===== config.mk =====
export PLATFORM = sky130hd
export DESIGN_NAME = packet_ack_tracker_top
export DESIGN_NICKNAME = d
export VERILOG_FILES = /design/src/hdl/pat_pkg.sv /design/src/hdl/packet_ack_tracker_top.sv
export SDC_FILE = /design/constraint.sdc
export NUM_CORES = 2
export LEC_CHECK = 0
export CAP_MARGIN = 15
export CELL_PAD_IN_SITES_DETAIL_PLACEMENT = 2
export CELL_PAD_IN_SITES_GLOBAL_PLACEMENT = 2
export CORE_MARGIN = 2
export CORE_UTILIZATION = 25
export DETAILED_ROUTE_END_ITERATION = 8
export DONT_BUFFER_PORTS = 1
export PLACE_DENSITY = 0.45
export SLEW_MARGIN = 30
export SYNTH_ARGS = -nofsm -noshare
export SYNTH_HDL_FRONTEND = slang
export SYNTH_SLANG_ARGS = --single-unit
export TNS_END_PERCENT = 50

===== constraint.sdc =====
create_clock -name clk_i -period 10.8 [get_ports clk_i]
set_clock_uncertainty 0.1 [all_clocks]
set_input_delay 1.08 -clock clk_i [delete_from_list [all_inputs] [get_ports clk_i]]
set_output_delay 1.08 -clock clk_i [all_outputs]
set_load 0.01 [all_outputs]

===== src/hdl/pat_pkg.sv =====
`timescale 1ns / 1ps

package pat_pkg;

  localparam int unsigned PendDepth = 32;
  localparam int unsigned PendIdxW  = $clog2(PendDepth);
  localparam int unsigned PendCntW  = PendIdxW + 1;
  localparam int unsigned SeqW      = 16;
  localparam int unsigned AckWin    = 32;
  localparam int unsigned WinIdxW   = $clog2(AckWin);
  localparam int unsigned MissW     = 8;
  localparam int unsigned DlW       = 32;
  localparam int unsigned NowW      = 31;
  localparam int unsigned TmoW      = 16;

  localparam logic [1:0] OP_SENT = 2'd0;
  localparam logic [1:0] OP_RECV = 2'd1;
  localparam logic [1:0] OP_ACK  = 2'd2;
  localparam logic [1:0] OP_TICK = 2'd3;

  localparam logic [1:0] EV_NONE  = 2'd0;
  localparam logic [1:0] EV_ACKED = 2'd1;
  localparam logic [1:0] EV_LOST  = 2'd2;
  localparam logic [1:0] EV_FULL  = 2'd3;

  localparam logic [SeqW-1:0] SeqHalf = SeqW'(1) << (SeqW - 1);

  typedef struct packed {
    logic [SeqW-1:0]  seq;
    logic [MissW-1:0] misses;
    logic [DlW-1:0]   deadline;
  } pend_entry_t;

  // a newer than b, modulo wrap; exact half range favors the larger value
  function automatic logic seq_newer(input logic [SeqW-1:0] a, input logic [SeqW-1:0] b);
    logic [SeqW-1:0] d;
    d = a - b;
    return (d != '0) && ((d < SeqHalf) || ((d == SeqHalf) && (a > b)));
  endfunction

endpackage


===== src/hdl/packet_ack_tracker_top.sv =====
`timescale 1ns / 1ps

// Reliability bookkeeping for a sequenced link. Sent packets wait in a 32-entry
// table held in one synchronous memory (circular, oldest first); received remote
// sequences fold into a 32-bit window. Sent and received items each give one beat.
// Ack walks all pending entries, each with a memory read, then evaluate and
// compacting write-back; tick walks expired entries from the oldest until a live
// entry ends the walk or the table runs empty. Output stalls hold the walk. The
// block takes a new item only when idle and the output register can accept.
module packet_ack_tracker_top (
  input  logic         clk_i,
  input  logic         rst_ni,
  input  logic         s_axis_tvalid,
  output logic         s_axis_tready,
  // now_time[30:0], ack_tmo[46:31], sequence_in[62:47], ack_bits_in[94:63]
  input  logic [95:0]  s_axis_tdata,
  // opcode[1:0]
  input  logic [1:0]   s_axis_tuser,
  output logic         m_axis_tvalid,
  input  logic         m_axis_tready,
  // event_seq[15:0], remote_ack_seq[31:16], remote_ack_bits[63:32],
  // remote_ack_valid[64]
  output logic [71:0]  m_axis_tdata,
  // event_kind[1:0]
  output logic [1:0]   m_axis_tuser,
  output logic         m_axis_tlast,
  input  logic         psel,
  input  logic         penable,
  input  logic         pwrite,
  input  logic [2:0]   paddr,
  input  logic [31:0]  pwdata,
  output logic [31:0]  prdata,
  output logic         pready
);
  import pat_pkg::*;

  localparam logic [1:0] ST_IDLE = 2'd0;
  localparam logic [1:0] ST_RD   = 2'd1;
  localparam logic [1:0] ST_EV   = 2'd2;
  localparam logic [1:0] ST_END  = 2'd3;

  logic [1:0]          state_q, state_d;
  logic [7:0]          thr_q;
  logic [SeqW-1:0]     next_seq_q, next_seq_d;
  logic [PendIdxW-1:0] head_q, head_d;
  logic [PendCntW-1:0] cnt_q, cnt_d;
  logic [PendCntW-1:0] r_q, r_d, w_q, w_d;
  logic [1:0]          op_q;
  logic [NowW-1:0]     now_q;
  logic [SeqW-1:0]     sq_q;
  logic [AckWin-1:0]   bits_q;

  logic [SeqW-1:0]     nrs_q, nrs_d;
  logic [AckWin-1:0]   win_q, win_d;
  logic                seen_q, seen_d;

  logic                ov_q;
  logic [1:0]          okind_q;
  logic [SeqW-1:0]     oseq_q, oremseq_q;
  logic                olast_q, oremvalid_q;
  logic [AckWin-1:0]   orembits_q;

  pend_entry_t         mem [PendDepth];
  pend_entry_t         rd_q, wdata;
  logic                we;
  logic [PendIdxW-1:0] waddr, raddr;

  logic       accept, out_free, emit;
  logic [1:0] emit_kind;
  logic [SeqW-1:0] emit_seq;
  logic       emit_last;

  logic [1:0]          in_op;
  logic [NowW-1:0]     in_now;
  logic [TmoW-1:0]     in_tmo;
  logic [SeqW-1:0]     in_sq;
  logic [AckWin-1:0]   in_bits;

  assign in_op   = s_axis_tuser;
  assign in_now  = s_axis_tdata[30:0];
  assign in_tmo  = s_axis_tdata[46:31];
  assign in_sq   = s_axis_tdata[62:47];
  assign in_bits = s_axis_tdata[94:63];

  assign out_free      = !ov_q || m_axis_tready;
  assign s_axis_tready = (state_q == ST_IDLE) && out_free;
  assign accept        = s_axis_tvalid && s_axis_tready;

  // apb
  assign pready = 1'b1;
  assign prdata = (paddr[2] == 1'b0) ? {24'd0, thr_q} : 32'd0;

  always_ff @(posedge clk_i or negedge rst_ni) begin
    if (!rst_ni) begin
      thr_q <= 8'd3;
    end else if (psel && penable && pwrite && pready && (paddr[2] == 1'b0)) begin
      thr_q <= pwdata[7:0];
    end
  end

  // remote window update
  logic [SeqW-1:0] rd_dist, rd_dm1, rd_back;
  always_comb begin
    nrs_d   = nrs_q;
    win_d   = win_q;
    seen_d  = seen_q;
    rd_dist = in_sq - nrs_q;
    rd_dm1  = rd_dist - SeqW'(1);
    rd_back = nrs_q - SeqW'(1) - in_sq;
    if (accept && in_op == OP_RECV) begin
      if (!seen_q) begin
        seen_d = 1'b1;
        nrs_d  = in_sq;
        win_d  = '0;
      end else if (rd_dist == '0) begin
        win_d = win_q;
      end else if (seq_newer(in_sq, nrs_q)) begin
        win_d = (rd_dist < SeqW'(AckWin)) ? (win_q << rd_dist[WinIdxW-1:0]) : '0;
        if (rd_dm1 < SeqW'(AckWin)) win_d[rd_dm1[WinIdxW-1:0]] = 1'b1;
        nrs_d = in_sq;
      end else if (rd_back < SeqW'(AckWin)) begin
        win_d[rd_back[WinIdxW-1:0]] = 1'b1;
      end
    end
  end

  // ack evaluation of the entry just read
  logic [SeqW-1:0]  ak_idx;
  logic [MissW-1:0] ak_miss;
  logic [1:0]       ak_kind;
  logic             tk_expired;
  always_comb begin
    ak_idx  = sq_q - SeqW'(1) - rd_q.seq;
    ak_miss = rd_q.misses;
    ak_kind = EV_NONE;
    if (!seq_newer(rd_q.seq, sq_q)) begin
      if (rd_q.seq == sq_q) begin
        ak_kind = EV_ACKED;
      end else if (ak_idx < SeqW'(AckWin)) begin
        if (bits_q[ak_idx[WinIdxW-1:0]]) begin
          ak_kind = EV_ACKED;
        end else begin
          if (rd_q.misses != '1) ak_miss = rd_q.misses + MissW'(1);
          if (ak_miss >= thr_q) ak_kind = EV_LOST;
        end
      end
    end
    tk_expired = {1'b0, now_q} >= rd_q.deadline;
  end

  always_comb begin
    state_d    = state_q;
    next_seq_d = next_seq_q;
    head_d     = head_q;
    cnt_d      = cnt_q;
    r_d        = r_q;
    w_d        = w_q;
    we         = 1'b0;
    waddr      = head_q + cnt_q[PendIdxW-1:0];
    wdata      = '{seq: next_seq_q, misses: '0,
                   deadline: {1'b0, in_now} + {16'd0, in_tmo}};
    raddr      = head_q + r_q[PendIdxW-1:0];
    emit       = 1'b0;
    emit_kind  = EV_NONE;
    emit_seq   = '0;
    emit_last  = 1'b1;
    case (state_q)
      ST_IDLE: begin
        r_d = '0;
        w_d = '0;
        if (accept) begin
          case (in_op)
            OP_SENT: begin
              emit     = 1'b1;
              emit_seq = next_seq_q;
              if (cnt_q == PendCntW'(PendDepth)) begin
                emit_kind = EV_FULL;
              end else begin
                we         = 1'b1;
                cnt_d      = cnt_q + PendCntW'(1);
                next_seq_d = next_seq_q + SeqW'(1);
              end
            end
            OP_RECV: emit = 1'b1;
            default: state_d = (cnt_q == '0) ? ST_END : ST_RD;
          endcase
        end
      end
      ST_RD: state_d = ST_EV;
      ST_EV: begin
        emit_last = 1'b0;
        if (op_q == OP_ACK) begin
          emit_kind = ak_kind;
          emit_seq  = rd_q.seq;
          if (ak_kind == EV_NONE || out_free) begin
            emit = ak_kind != EV_NONE;
            if (ak_kind == EV_NONE) begin
              // keep entry, compacted toward the head
              we    = 1'b1;
              waddr = head_q + w_q[PendIdxW-1:0];
              wdata = '{seq: rd_q.seq, misses: ak_miss, deadline: rd_q.deadline};
              w_d   = w_q + PendCntW'(1);
            end
            r_d     = r_q + PendCntW'(1);
            state_d = (r_q + PendCntW'(1) == cnt_q) ? ST_END : ST_RD;
          end
        end else begin
          emit_kind = EV_LOST;
          emit_seq  = rd_q.seq;
          if (!tk_expired) begin
            state_d = ST_END;
          end else if (out_free) begin
            emit    = 1'b1;
            head_d  = head_q + PendIdxW'(1);
            cnt_d   = cnt_q - PendCntW'(1);
            state_d = (cnt_q == PendCntW'(1)) ? ST_END : ST_RD;
          end
        end
      end
      default: begin
        if (out_free) begin
          emit    = 1'b1;
          state_d = ST_IDLE;
          if (op_q == OP_ACK) cnt_d = w_q;
        end
      end
    endcase
  end

  always_ff @(posedge clk_i) begin
    if (we) mem[waddr] <= wdata;
    rd_q <= mem[raddr];
  end

  always_ff @(posedge clk_i or negedge rst_ni) begin
    if (!rst_ni) begin
      state_q    <= ST_IDLE;
      next_seq_q <= '0;
      head_q     <= '0;
      cnt_q      <= '0;
      r_q        <= '0;
      w_q        <= '0;
      nrs_q      <= '0;
      win_q      <= '0;
      seen_q     <= 1'b0;
      ov_q       <= 1'b0;
    end else begin
      state_q    <= state_d;
      next_seq_q <= next_seq_d;
      head_q     <= head_d;
      cnt_q      <= cnt_d;
      r_q        <= r_d;
      w_q        <= w_d;
      nrs_q      <= nrs_d;
      win_q      <= win_d;
      seen_q     <= seen_d;
      if (emit) ov_q <= 1'b1;
      else if (m_axis_tready) ov_q <= 1'b0;
    end
  end

  always_ff @(posedge clk_i) begin
    if (accept) begin
      op_q   <= in_op;
      now_q  <= in_now;
      sq_q   <= in_sq;
      bits_q <= in_bits;
    end
    if (emit) begin
      okind_q     <= emit_kind;
      oseq_q      <= emit_seq;
      olast_q     <= emit_last;
      oremseq_q   <= nrs_d;
      orembits_q  <= win_d;
      oremvalid_q <= seen_d;
    end
  end

  assign m_axis_tvalid = ov_q;
  assign m_axis_tuser  = okind_q;
  assign m_axis_tlast  = olast_q;
  assign m_axis_tdata  = {7'd0, oremvalid_q, orembits_q, oremseq_q, oseq_q};

`ifndef SYNTHESIS
  a_cnt_bound: assert property (@(posedge clk_i) disable iff (!rst_ni)
    cnt_q <= PendCntW'(PendDepth)) else $error("pending count overflow");
  a_compact: assert property (@(posedge clk_i) disable iff (!rst_ni)
    w_q <= r_q) else $error("write index passed read index");
  a_walk_bound: assert property (@(posedge clk_i) disable iff (!rst_ni)
    (state_q == ST_EV) |-> (r_q < cnt_q)) else $error("walk beyond table");
  a_no_lost_beat: assert property (@(posedge clk_i) disable iff (!rst_ni)
    (ov_q && !m_axis_tready) |-> !emit) else $error("result overwritten");
`endif

endmodule


==> results.yml <==
setup_path:
  critPathKind: "register to register"
  r2r_end: "mem[27][8]"
  regToRegStartpoint: "rd_q[40]"
  end_kind: "register"
  crit_required_ps: 11210
  arrival_ps: 8210
  reg2reg_depth: 19
  reg2reg_setup_slack_ps: 2990
  cp_max_fo: 101
  crit_path_start_kind: "register"
sta:
  fin_crit_ps: 7810
  finalCritPeriodShare: 0.723
  setup_tns_ps: 0
  maxSlewViolCount: 0
  setup_slack_ps: 2990
  setup_violations: 0
  max_clock_freq_mhz: 128
  hold_violations: 0
  rsz0062_at_grt: "false"
  worstMarginPinSlew_ps: 985
  max_slew_margin: 0.343
placement:
  dp_hpwl_um: 172000
  place.gp.congestion: 0.742
  pre_cts_ws_ps: 2530
  io_buffers: 0
power:
  leakage_uw: 0.0346
  power.density_nw_per_um2: 303
  vdd_drop_max_uv: 267
floorplanning:
  die_h_um: 600
  io_pins: 250
  start_util: 0.252
  fp.dieW_um: 600
  rows: 218
  dieArea_um2: 360000
  coreArea_um2: 353000
synth:
  yosysSeqAreaShare: 0.697
  syn_inst: 5476
  synth_edf_count: 1941
  synth.top_cell.area_share: 0.656
  synthFlopType: "edfxtp_1"
  netlist_area_um2: 88800
  synth.distinct_cells: 92
  avgSynthCellArea_um2: 16.2
  async_reset_ff_frac: 0.0472
  ys_ff_latch: 2096
  yosys_warnings: 0
  synthTopCellsByArea: "edfxtp_1 (66%), mux4_2 (12%), nand2_1 (3.1%)"
  yosysTopAreaCell: "edfxtp_1"
routing:
  routedLengthMet1_um: 137000
  drt_iter0_markers: 2898
  wl_met2_um: 142000
  dr_total_vias: 49900
  finalWirelength_um: 294000
  ant_nets: 0
  wire_per_inst_um: 27.9
  viasPerCell: 4.73
  met3WireLength_um: 9820
  drc: 0
  first_pass_iters: 5
  highest_layer: "met5"
clocking:
  cts_tree: "done"
  htree_levels: 5
  clockBufferDepth: 4
  cts_buffers: 262
  clk_pin_slew_worst_paths_ps: 60
  clock_latency_ps: 910
  post_cts_resized: 0
  cts_root_buf: "clkbuf_16"
  clock_sinks: 2096
flow_run:
  maxCapViolCount: 0
status:
  outcome: "completed"
final_layout:
  nets: 5885
  syn_to_final_growth_pct: 17.1
  final_layout_size_suffix_gt1_frac: 0.195
  fillers: 36100
  finish.utilization: 0.295
global_routing:
  antenna_found_initial: 11
  grt_pass1_wl_um: 424000
  track_usage: 0.163
  grt_remaining_overflow: 0
  grt_pass1_vias: 55500
  grt_max_degree: 117
worst_hold_path:
  hold_path.class: "primary input to asynchronous set/reset pin"
## worst max-delay path by stage
stage | from | end
after floorplan | rd_q[40] | mem[28][0]
after CTS | rd_q[40] | mem[27][3]
final | rd_q[40] | mem[27][8]
after global placement | rd_q[40] | mem[14][29]
after detailed placement | rd_q[40] | mem[27][20]
after global routing | rd_q[40] | mem[27][3]
## cell families after synthesis
family,Yosys count,synth area share
compound gates,585,0.0417
xor+xnor,119,0.0118
fa+ha+maj,146,0.0211
buf+inv,463,0.0216
flops,2096,0.697
mux,570,0.132
other cells,2,0.0000845
simple gates,1495,0.0754
## per-stage QoR
step / power [µW] / hold WS [ps] / std cells / cell area, µm²
2_1_floorplan: 19100 / 363 / 5506 / 89000
3_3_place_gp: 23400 / 390 / 10000 / 95300
3_5_place_dp: 23500 / 396 / 10100 / 95700
4_1_cts: 32300 / 14.1 / 10500 / 104000
5_1_grt: 33500 / 45.0 / 10500 / 104000
6_report: 31500 / 47.2 / 10500 / 104000
## layer usage
layer	track usage	vias to the layer above
met5	0	-
met4	0.0368	6
met3	0.0200	381
met2	0.273	802
met1	0.225	27100
li1	-	21500
## placed cells by master (no fill, tap or decap), types with 34 or more instances in the layout
cell type     n
clkinv_1     37
nor3_1       46
o21ai_4      39
a21oi_1     116
nand2_1     728
a21o_1       42
clkinv_2     36
buf_4       125
clkbuf_16   270
dfxtp_1      56
edfxtp_1   1941
dfrtp_1      97
nor2_1      161
xnor2_1      79
o21ai_0     144
nand3_1     370
mux4_2      474
mux2i_1      54
mux2_2       41
clkbuf_1     73
ha_1        138
a211oi_1     34
inv_1       132
## where the power goes
part	total (µW)	internal (µW)	switching (µW)
logic	12700	5040	7620
clock network	8570	5040	3530
registers	10300	9850	439
## synth_stat cells, types with 10 or more instances
| cell | instances |
|---|---|
| a21o_1 | 42 |
| o211ai_1 | 11 |
| nor2_1 | 163 |
| o22ai_1 | 13 |
| nor4_1 | 12 |
| mux2i_1 | 54 |
| nor2b_1 | 27 |
| a31oi_1 | 20 |
| xnor2_1 | 83 |
| nand4_1 | 29 |
| dfrtp_1 | 97 |
| ha_1 | 140 |
| o21ai_0 | 196 |
| nand2_1 | 728 |
| xor2_1 | 35 |
| mux2_2 | 41 |
| a211oi_1 | 34 |
| nand2b_1 | 23 |
| buf_2 | 20 |
| a21oi_1 | 130 |
| inv_1 | 133 |
| mux4_2 | 474 |
| dfxtp_1 | 56 |
| nand3_1 | 370 |
| buf_1 | 72 |
| o21bai_1 | 11 |
| nor3_1 | 54 |
| and3_1 | 20 |
| clkbuf_1 | 199 |
| edfxtp_1 | 1941 |
| and2_1 | 10 |
| o21a_1 | 14 |
| a311oi_1 | 10 |
| buf_4 | 33 |
## area by class of cell
| type | instances | area, µm² | area share |
|---|---|---|---|
| sequential | 2096 | 61900 | 0.595 |
| clock inverter | 109 | 1000 | 0.00963 |
| multi-input combinational | 2947 | 25900 | 0.249 |
| clock buffer | 359 | 7250 | 0.0697 |
| antenna | 3 | 7.51 | 0.0000721 |
| tap | 4730 | 5920 | 0.0569 |
| inverter | 134 | 505 | 0.00486 |
| timing repair buffer | 158 | 1620 | 0.0156 |
## worst max-delay path: stages, from the launching register on
cell      delay (ps)
dfxtp_1          310
inv_1            100
ha_1             230
inv_1             70
fa_1             460
xnor2_2          350
nor4b_2          400
nand3_1          110
or4_1            490
a2111o_1         350
or4_1            520
or4b_4           570
o211a_2          310
nor2_4           440
buf_16           230
buf_12           570
nand3_1          250
o21ai_4          270
buf_4            550
buf_4            560
## registers in the layout (all words and copies together) (netlist names), 2 cells and up
| name | cells |
|---|---|
| bits_q | 32 |
| cnt_q | 6 |
| head_q | 5 |
| m_axis_tuser | 2 |
| mem | 1792 |
| next_seq_q | 16 |
| now_q | 31 |
| nrs_q | 16 |
| op_q | 2 |
| orembits_q | 32 |
| oremseq_q | 16 |
| oseq_q | 16 |
| r_q | 6 |
| rd_q | 56 |
| sq_q | 16 |
| state_q | 2 |
| thr_q | 8 |
| w_q | 6 |
| win_q | 32 |
## what timing repair did
action / in CTS / in global routing
hold endpoints to repair: 99 / 0
setup buffers: 0 / 0
hold buffers: 1 / 0
Power figures use the tool's default switching activity.
